### src/design/bot_pkg.sv
// Package for the branch outcome and target resolver.
// Branch kind codes, field spans and target constants; no dependencies.
`default_nettype none

package bot_pkg;

    typedef enum logic [1:0] {
        KIND_B     = 2'd0,
        KIND_BC    = 2'd1,
        KIND_BCCTR = 2'd2,
        KIND_BCLR  = 2'd3
    } kind_t;

    localparam int unsigned  LI_SPAN      = 26;
    localparam int unsigned  BD_SPAN      = 16;
    localparam logic [31:0]  ALL_ONES     = 32'hFFFF_FFFF;
    localparam logic [31:0]  LOW_TWO_MASK = 32'h0000_0003;

endpackage

`default_nettype wire

### src/design/branch_outcome_and_target.sv
// Branch outcome and target resolver: b, bc, bcctr and bclr.
// Depends on bot_pkg for kind codes and constants.
// Each beat passes through an input register and then a result register.
// Throughput: one beat per cycle while m_ready does not stall; the single decode-and-add stage sets this.
// Stalls on m_ready back up through both registers to s_ready.
// Reset (aresetn low, synchronous) empties both stages; payload is not reset.
`default_nettype none

module branch_outcome_and_target (
    input  wire logic        aclk,
    input  wire logic        aresetn,

    input  wire logic        s_valid,
    output logic             s_ready,
    input  wire logic [1:0]  s_opcode,
    input  wire logic [31:0] s_instruction_word,
    input  wire logic [31:0] s_pc_address,
    input  wire logic [31:0] s_count_reg,
    input  wire logic [31:0] s_cond_reg,
    input  wire logic [31:0] s_link_reg,

    output logic             m_valid,
    input  wire logic        m_ready,
    output logic [31:0]      m_target,
    output logic             m_is_call,
    output logic             m_is_conditional,
    output logic             m_taken,
    output logic             m_is_register_target
);

    logic        in_valid_reg;
    logic [1:0]  op_reg;
    logic [31:0] word_reg;
    logic [31:0] pc_reg;
    logic [31:0] ctr_reg;
    logic [31:0] cr_reg;
    logic [31:0] lr_reg;

    logic        out_valid_reg;
    logic [31:0] target_reg;
    logic        call_reg;
    logic        cond_reg;
    logic        taken_reg;
    logic        regt_reg;

    logic        out_free;
    logic        in_load;

    assign out_free = !out_valid_reg || m_ready;
    assign s_ready  = !in_valid_reg || out_free;
    assign in_load  = s_valid && s_ready;

    // decode
    logic [4:0]  bo;
    logic [4:0]  bi;
    logic        aa;
    logic [31:0] li_ext;
    logic [31:0] bd_ext;
    logic [31:0] rel_base;
    logic [31:0] ctr_dec;
    logic        ctr_ok;
    logic        cr_ok;
    logic        ctr_en;
    logic        cr_en;
    logic [31:0] target_next;
    logic        cond_next;
    logic        taken_next;
    logic        regt_next;

    assign bo = word_reg[25:21];
    assign bi = word_reg[20:16];
    assign aa = word_reg[1];

    assign li_ext = {{(32 - bot_pkg::LI_SPAN){word_reg[bot_pkg::LI_SPAN-1]}},
                     word_reg[bot_pkg::LI_SPAN-1:2], 2'b00};
    assign bd_ext = {{(32 - bot_pkg::BD_SPAN){word_reg[bot_pkg::BD_SPAN-1]}},
                     word_reg[bot_pkg::BD_SPAN-1:2], 2'b00};
    assign rel_base = aa ? 32'd0 : pc_reg;

    assign ctr_dec = ctr_reg - 32'd1;
    assign ctr_ok  = (|ctr_dec) ^ bo[1];
    assign cr_ok   = (cr_reg[5'd31 - bi] == bo[3]);

    always_comb begin
        target_next = bot_pkg::ALL_ONES;
        ctr_en      = 1'b0;
        cr_en       = 1'b0;
        regt_next   = 1'b0;
        unique case (bot_pkg::kind_t'(op_reg))
            bot_pkg::KIND_B: begin
                target_next = li_ext + rel_base;
            end
            bot_pkg::KIND_BC: begin
                target_next = bd_ext + rel_base;
                ctr_en      = !bo[2];
                cr_en       = !bo[4];
            end
            bot_pkg::KIND_BCCTR: begin
                target_next = (ctr_reg != 32'd0) ? (ctr_reg & ~bot_pkg::LOW_TWO_MASK)
                                                 : bot_pkg::ALL_ONES;
                cr_en       = !bo[4];
                regt_next   = 1'b1;
            end
            bot_pkg::KIND_BCLR: begin
                target_next = (lr_reg != 32'd0) ? (lr_reg & ~bot_pkg::LOW_TWO_MASK)
                                                : bot_pkg::ALL_ONES;
                ctr_en      = !bo[2];
                cr_en       = !bo[4];
                regt_next   = 1'b1;
            end
            default: begin
                target_next = bot_pkg::ALL_ONES;
            end
        endcase
    end

    assign cond_next  = ctr_en || cr_en;
    assign taken_next = (!ctr_en || ctr_ok) && (!cr_en || cr_ok);

    always_ff @(posedge aclk) begin
        if (!aresetn) begin
            in_valid_reg  <= 1'b0;
            out_valid_reg <= 1'b0;
        end else begin
            if (s_ready) begin
                in_valid_reg <= s_valid;
            end
            if (out_free) begin
                out_valid_reg <= in_valid_reg;
            end
        end
    end

    always_ff @(posedge aclk) begin
        if (in_load) begin
            op_reg   <= s_opcode;
            word_reg <= s_instruction_word;
            pc_reg   <= s_pc_address;
            ctr_reg  <= s_count_reg;
            cr_reg   <= s_cond_reg;
            lr_reg   <= s_link_reg;
        end
        if (out_free && in_valid_reg) begin
            target_reg <= target_next;
            call_reg   <= word_reg[0];
            cond_reg   <= cond_next;
            taken_reg  <= taken_next;
            regt_reg   <= regt_next;
        end
    end

    assign m_valid              = out_valid_reg;
    assign m_target             = target_reg;
    assign m_is_call            = call_reg;
    assign m_is_conditional     = cond_reg;
    assign m_taken              = taken_reg;
    assign m_is_register_target = regt_reg;

    // checks
    a_stall_backs_up: assert property (@(posedge aclk) disable iff (!aresetn)
        (out_valid_reg && !m_ready && in_valid_reg) |-> !s_ready)
        else $error("input taken while both stages are full and stalled");

    a_beat_moves_on: assert property (@(posedge aclk) disable iff (!aresetn)
        (in_valid_reg && out_free) |=> out_valid_reg)
        else $error("beat lost between input and result register");

    a_uncond_taken: assert property (@(posedge aclk) disable iff (!aresetn)
        (in_valid_reg && out_free && op_reg == bot_pkg::KIND_B)
        |=> (taken_reg && !cond_reg && !regt_reg))
        else $error("unconditional branch not resolved as taken");

    a_reg_target_aligned: assert property (@(posedge aclk) disable iff (!aresetn)
        (out_valid_reg && regt_reg)
        |-> (target_reg[1:0] == 2'b00 || target_reg == bot_pkg::ALL_ONES))
        else $error("register target not word aligned");

endmodule

`default_nettype wire

### config.mk
export PLATFORM = sky130hd
export DESIGN_NAME = branch_outcome_and_target
export DESIGN_NICKNAME = d
export VERILOG_FILES = /design/src/design/bot_pkg.sv /design/src/design/branch_outcome_and_target.sv
export SDC_FILE = /design/constraint.sdc
export NUM_CORES = 1
export LEC_CHECK = 0
export BUFFER_PORTS_ARGS = -buffer_cell sky130_fd_sc_hd__buf_2
export CAP_MARGIN = 20
export CORE_MARGIN = 4
export CORE_UTILIZATION = 45
export CTS_CLUSTER_DIAMETER = 60
export DETAILED_ROUTE_END_ITERATION = 10
export HOLD_SLACK_MARGIN = 0.03
export MAX_ROUTING_LAYER = met4
export PLACE_DENSITY_LB_ADDON = 0.05
export SLEW_MARGIN = 20
export SYNTH_ARGS = -nofsm -noshare
export SYNTH_HDL_FRONTEND = slang
export SYNTH_SLANG_ARGS = --single-unit
### constraint.sdc
create_clock -name aclk -period 6 [get_ports aclk]
set_input_delay 0.9 -clock aclk [delete_from_list [all_inputs] [get_ports aclk]]
set_output_delay 0.9 -clock aclk [all_outputs]
set_load 0.02 [all_outputs]
==> run summary <==
The run finished with clean final reports. The synthesized instance count is 645, and the average wire length per cell after detail routing is 20.1 um. The synthesized netlist devotes 11.1% of its cell area to compound gates.

Walking the worst path, the cells encountered are nor2b_1 -> ha_1 -> inv_1 -> fa_1 -> nand2b_1 -> a21oi_1 -> o31ai_1 -> o31a_1 -> o21ai_0 -> a21oi_1 -> xnor2_1 -> o211ai_1. Setup violations remaining at the end of the flow were counted as 0. Relative to the synthesized area, the layout overhead comes to 21.1%. The die is 149 um wide. The slowest stage of the critical path is the sky130_fd_sc_hd__edfxtp_1 cell. Number of pins with negative max-slew slack in the final report: 0. The per-instance average area after synthesis is 13.9 um2, and the total vias in the final route is 5,998. The origin of the critical flop-to-flop path is word_reg[1]. The required arrival time at the worst endpoint was 6.16 ns; the remaining number of nets flagged by the antenna check after routing was 0. In this run the critical register-to-register path is captured at m_target[30].

The number of filler cells placed in the layout came out at 1,678. The number of H-tree levels is 4. The post-synthesis cell type count is 57. The worst setup path is captured at a flip-flop. The first element of the critical path is word_reg[1]. Setup repair after global routing left no endpoint under its margin. For this run, the leading register cell type out of synthesis is sky130_fd_sc_hd__edfxtp_1. Largest family of logic cells by synthesized area: compound AO/OA/AOI/OAI gates.

The largest total area in the synthesized netlist belongs to sky130_fd_sc_hd__edfxtp_1. Clock tree synthesis inserted a total of 17 buffers. Measured against its own limit, the worst slew margin works out to 38.4%.

Multiplexer cells account for 4.72% of the synthesized area. The via count of the first global-routing pass is 6,180. In the routed layout, each cell is associated on average with a via count of 5.37.

At the later pin of the worst-skew pair, clock insertion delay measures 0.44 ns. The proportion of register bits with asynchronous set or reset after synthesis works out to 0%. The biggest cell delay along the critical path was 0.68 ns. The startpoint class of the critical path was a flip-flop. Global routing used 26.4% of the available met1 tracks. The logs give 0.00896 mm2 for the netlist area before placement and 265 MHz for the maximum achievable frequency. Input and output buffers added on the ports amount to 197.

After clock tree synthesis, the setup repair step added 0 buffers. The core region is 0.0195 mm2. For the maximum number of pins on one net before global-route repair, the log shows 86. In this run the worst hold path is classified as reg -> reg. The share of synthesized area occupied by flip-flops and latches is 64.8%, and the simple-gate share of the synthesized area is 10.2%.

On the final layout, the worst clock skew is 0.0160 ns. The height of the die is 149 um. The maximum clock path buffer count is 2. After global routing, the most crowded layer is met2.

OpenSTA, run right after detailed placement, puts the worst setup slack at 2.21 ns. The adder and majority gate portion of the synthesized area is 4.27%, and the sum of net half-perimeters after detailed placement is 17.0 mm. STA puts the critical path data arrival time at 3.93 ns.

Summing the areas of all xor and xnor instances in the mapped netlist gives 3.03% of the synthesized area. The synthesized netlist net count is 841, and the max-capacitance violation count is 0. The global-route total usage across every layer was 21.1%.

The number of antenna violations at the first check in global routing is 1. The clock sink count came out at 194. The first detailed-routing pass took 5 iterations.

VDD sags by at most 0.000239 V. Row generation in the floorplan step produced 51 rows. For the DRC violation count after routing, the log shows 0. After clock tree synthesis, the clock-pin slew on the worst setup and hold paths is 0.08 ns. The global-route track usage on met3 is 4.53%. The cell sitting at the root of the clock tree is a sky130_fd_sc_hd__clkbuf_16. The routed design could run at a clock period as short as 3.78 ns.

The critical-path maximum fanout was 18. The floorplan step defined a die boundary enclosing 0.0222 mm2. TritonCTS built the clock tree. The number of hold violations in the final report is 0, and the post-CTS resize count is 0. The number of enable-type register cells in the synthesized netlist is 192, and the power density over cell area is 295 mW/mm2. The run gives 45.9% as the starting density of the core. For this block, the routed nets add up to 22.5 mm of wire. The area fraction of the dominant cell type after synthesis is 64.4%, and the reg-to-reg setup timing slack is 2.22 ns.

Fraction of layout instances using a drive strength above 1: 32.5%. Ranked by total cell area, the synthesized netlist is headed by sky130_fd_sc_hd__edfxtp_1 (64%), sky130_fd_sc_hd__ha_1 (4.1%), sky130_fd_sc_hd__o211ai_1 (3.0%). Total of flip-flops plus latches after synthesis: 194.

The worst path uses 63.0% of the clock period. At the pin with the least slew margin, the transition time is 0.924 ns. For the total grt overflow, the log shows 0.

The worst setup path is of the reg -> reg kind. For this run, the post-layout net count is 1,034. For this design the static power due to leakage is 4.24 nW.

The placer congestion estimate was 0.845; the aggregate negative setup slack was 0 ns. Global routing used 35.1% of the available met2 tracks. Yosys printed 0 warnings. The first global-routing pass estimated 34.2 mm of wire.

In this design, the critical path's most frequently occurring cell is sky130_fd_sc_hd__a21oi_1. Setup slack of the critical path after layout: 2.22 ns. Number of placed I/O pins: 204. The number of buffers inserted for hold repair after clock tree synthesis is 0, and the count of routing violations after the opening detailed-route iteration is 412.

The number of cells on the worst reg-to-reg path is 12. The tools report the critical path endpoint as m_target[30].
## metrics by stage
stage                     util [%]  cell area [um2]  hold WS (ns)  power, mW  instances
after floorplan                  -             8960         0.400       1.93        645
after global placement        52.4            10200         0.407       2.08       1083
after detailed placement      52.5            10200         0.408       2.09       1084
after CTS                     55.6            10900         0.427       3.23       1116
after global routing          55.6            10900         0.444       3.33       1117
final                         55.6            10900         0.424       3.20       1117
## cells in the final DEF (no fill, tap or decap), types with 10 or more instances in the layout
cell type	instances
sky130_fd_sc_hd__a21o_1	15
sky130_fd_sc_hd__a21oi_1	31
sky130_fd_sc_hd__buf_2	197
sky130_fd_sc_hd__clkbuf_16	17
sky130_fd_sc_hd__edfxtp_1	192
sky130_fd_sc_hd__ha_1	29
sky130_fd_sc_hd__inv_1	12
sky130_fd_sc_hd__mux2i_1	13
sky130_fd_sc_hd__mux4_2	10
sky130_fd_sc_hd__nand2_1	43
sky130_fd_sc_hd__nand3_1	10
sky130_fd_sc_hd__nor2_1	14
sky130_fd_sc_hd__nor2b_1	32
sky130_fd_sc_hd__nor4_1	10
sky130_fd_sc_hd__o211ai_1	36
sky130_fd_sc_hd__o21ai_0	32
sky130_fd_sc_hd__or2_2	16
sky130_fd_sc_hd__xnor2_1	21
sky130_fd_sc_hd__xor2_1	10
## metal layers
layer  wire length [um]  up-vias  part of all wire [%]
met2              11300      198                    50
li1                   -     2880                     -
met4                248        0                   1.1
met5                  0        -                     0
met3               1490       17                   6.6
met1               9420     2903                    42
## Yosys cell counts (all sizes together) (4+ instances only)
| master | count |
|---|---|
| edfxtp | 192 |
| nand2 | 43 |
| o211ai | 36 |
| o21ai | 34 |
| nor2b | 33 |
| a21oi | 31 |
| ha | 29 |
| clkbuf | 25 |
| xnor2 | 21 |
| or2 | 16 |
| a21o | 15 |
| nor2 | 15 |
| mux2i | 13 |
| inv | 12 |
| nor4 | 11 |
| mux4 | 10 |
| nand3 | 10 |
| xor2 | 10 |
| a31oi | 9 |
| nor3 | 9 |
| and2 | 8 |
| mux2 | 6 |
| nand2b | 6 |
| nand4 | 6 |
| buf | 5 |
| o22a | 4 |
## layout make-up
cell class              count  area [um2]  share of cell area [%]
flip-flops and latches    194        5810                    53.5
multi-input cells         409        3000                    27.6
repair buffers            204        1060                    9.80
clock buffers              17         425                    3.92
well taps                 265         332                    3.06
clock inverters            15         179                    1.65
inverters                  12        45.0                   0.415
diodes                      1        2.50                  0.0231
## cells by family (layout without fill, tap and decap cells)
logic type               Yosys count  count (layout)
buffers and inverters             42             248
adder cells (fa/ha/maj)           30              30
AO/OA/AOI/OAI                    149             149
XOR/XNOR                          31              31
AND/OR/NAND/NOR                  170             170
flip-flops                       194             194
multiplexers                      29              29
other                              0               1
## critical path: cells and delay by family (launching register included)
family | cells | cell delay [ns]
adder cells (fa/ha/maj) | 2 | 0.61
flip-flops | 1 | 0.68
buffers and inverters | 1 | 0.06
AND/OR/NAND/NOR | 2 | 0.40
AO/OA/AOI/OAI | 6 | 1.44
XOR/XNOR | 1 | 0.26
## worst min path at each step
| stage | start | end | slack (ns) | cells after the start |
|---|---|---|---|---|
| final | word_reg[0] | m_is_call | 0.42 | 0 |
| after global routing | word_reg[0] | m_is_call | 0.44 | 0 |
| after CTS | word_reg[0] | m_is_call | 0.43 | 0 |
| after detailed placement | word_reg[0] | m_is_call | 0.41 | 0 |
| after global placement | word_reg[0] | m_is_call | 0.41 | 0 |
| after floorplan | word_reg[0] | m_is_call | 0.40 | 0 |
## power breakdown
part	internal [mW]	switching [mW]
logic	0.183	0.246
clock network	0.565	0.578
registers	1.59	0.0389
Note: power is estimated with default switching activity, not from simulation.
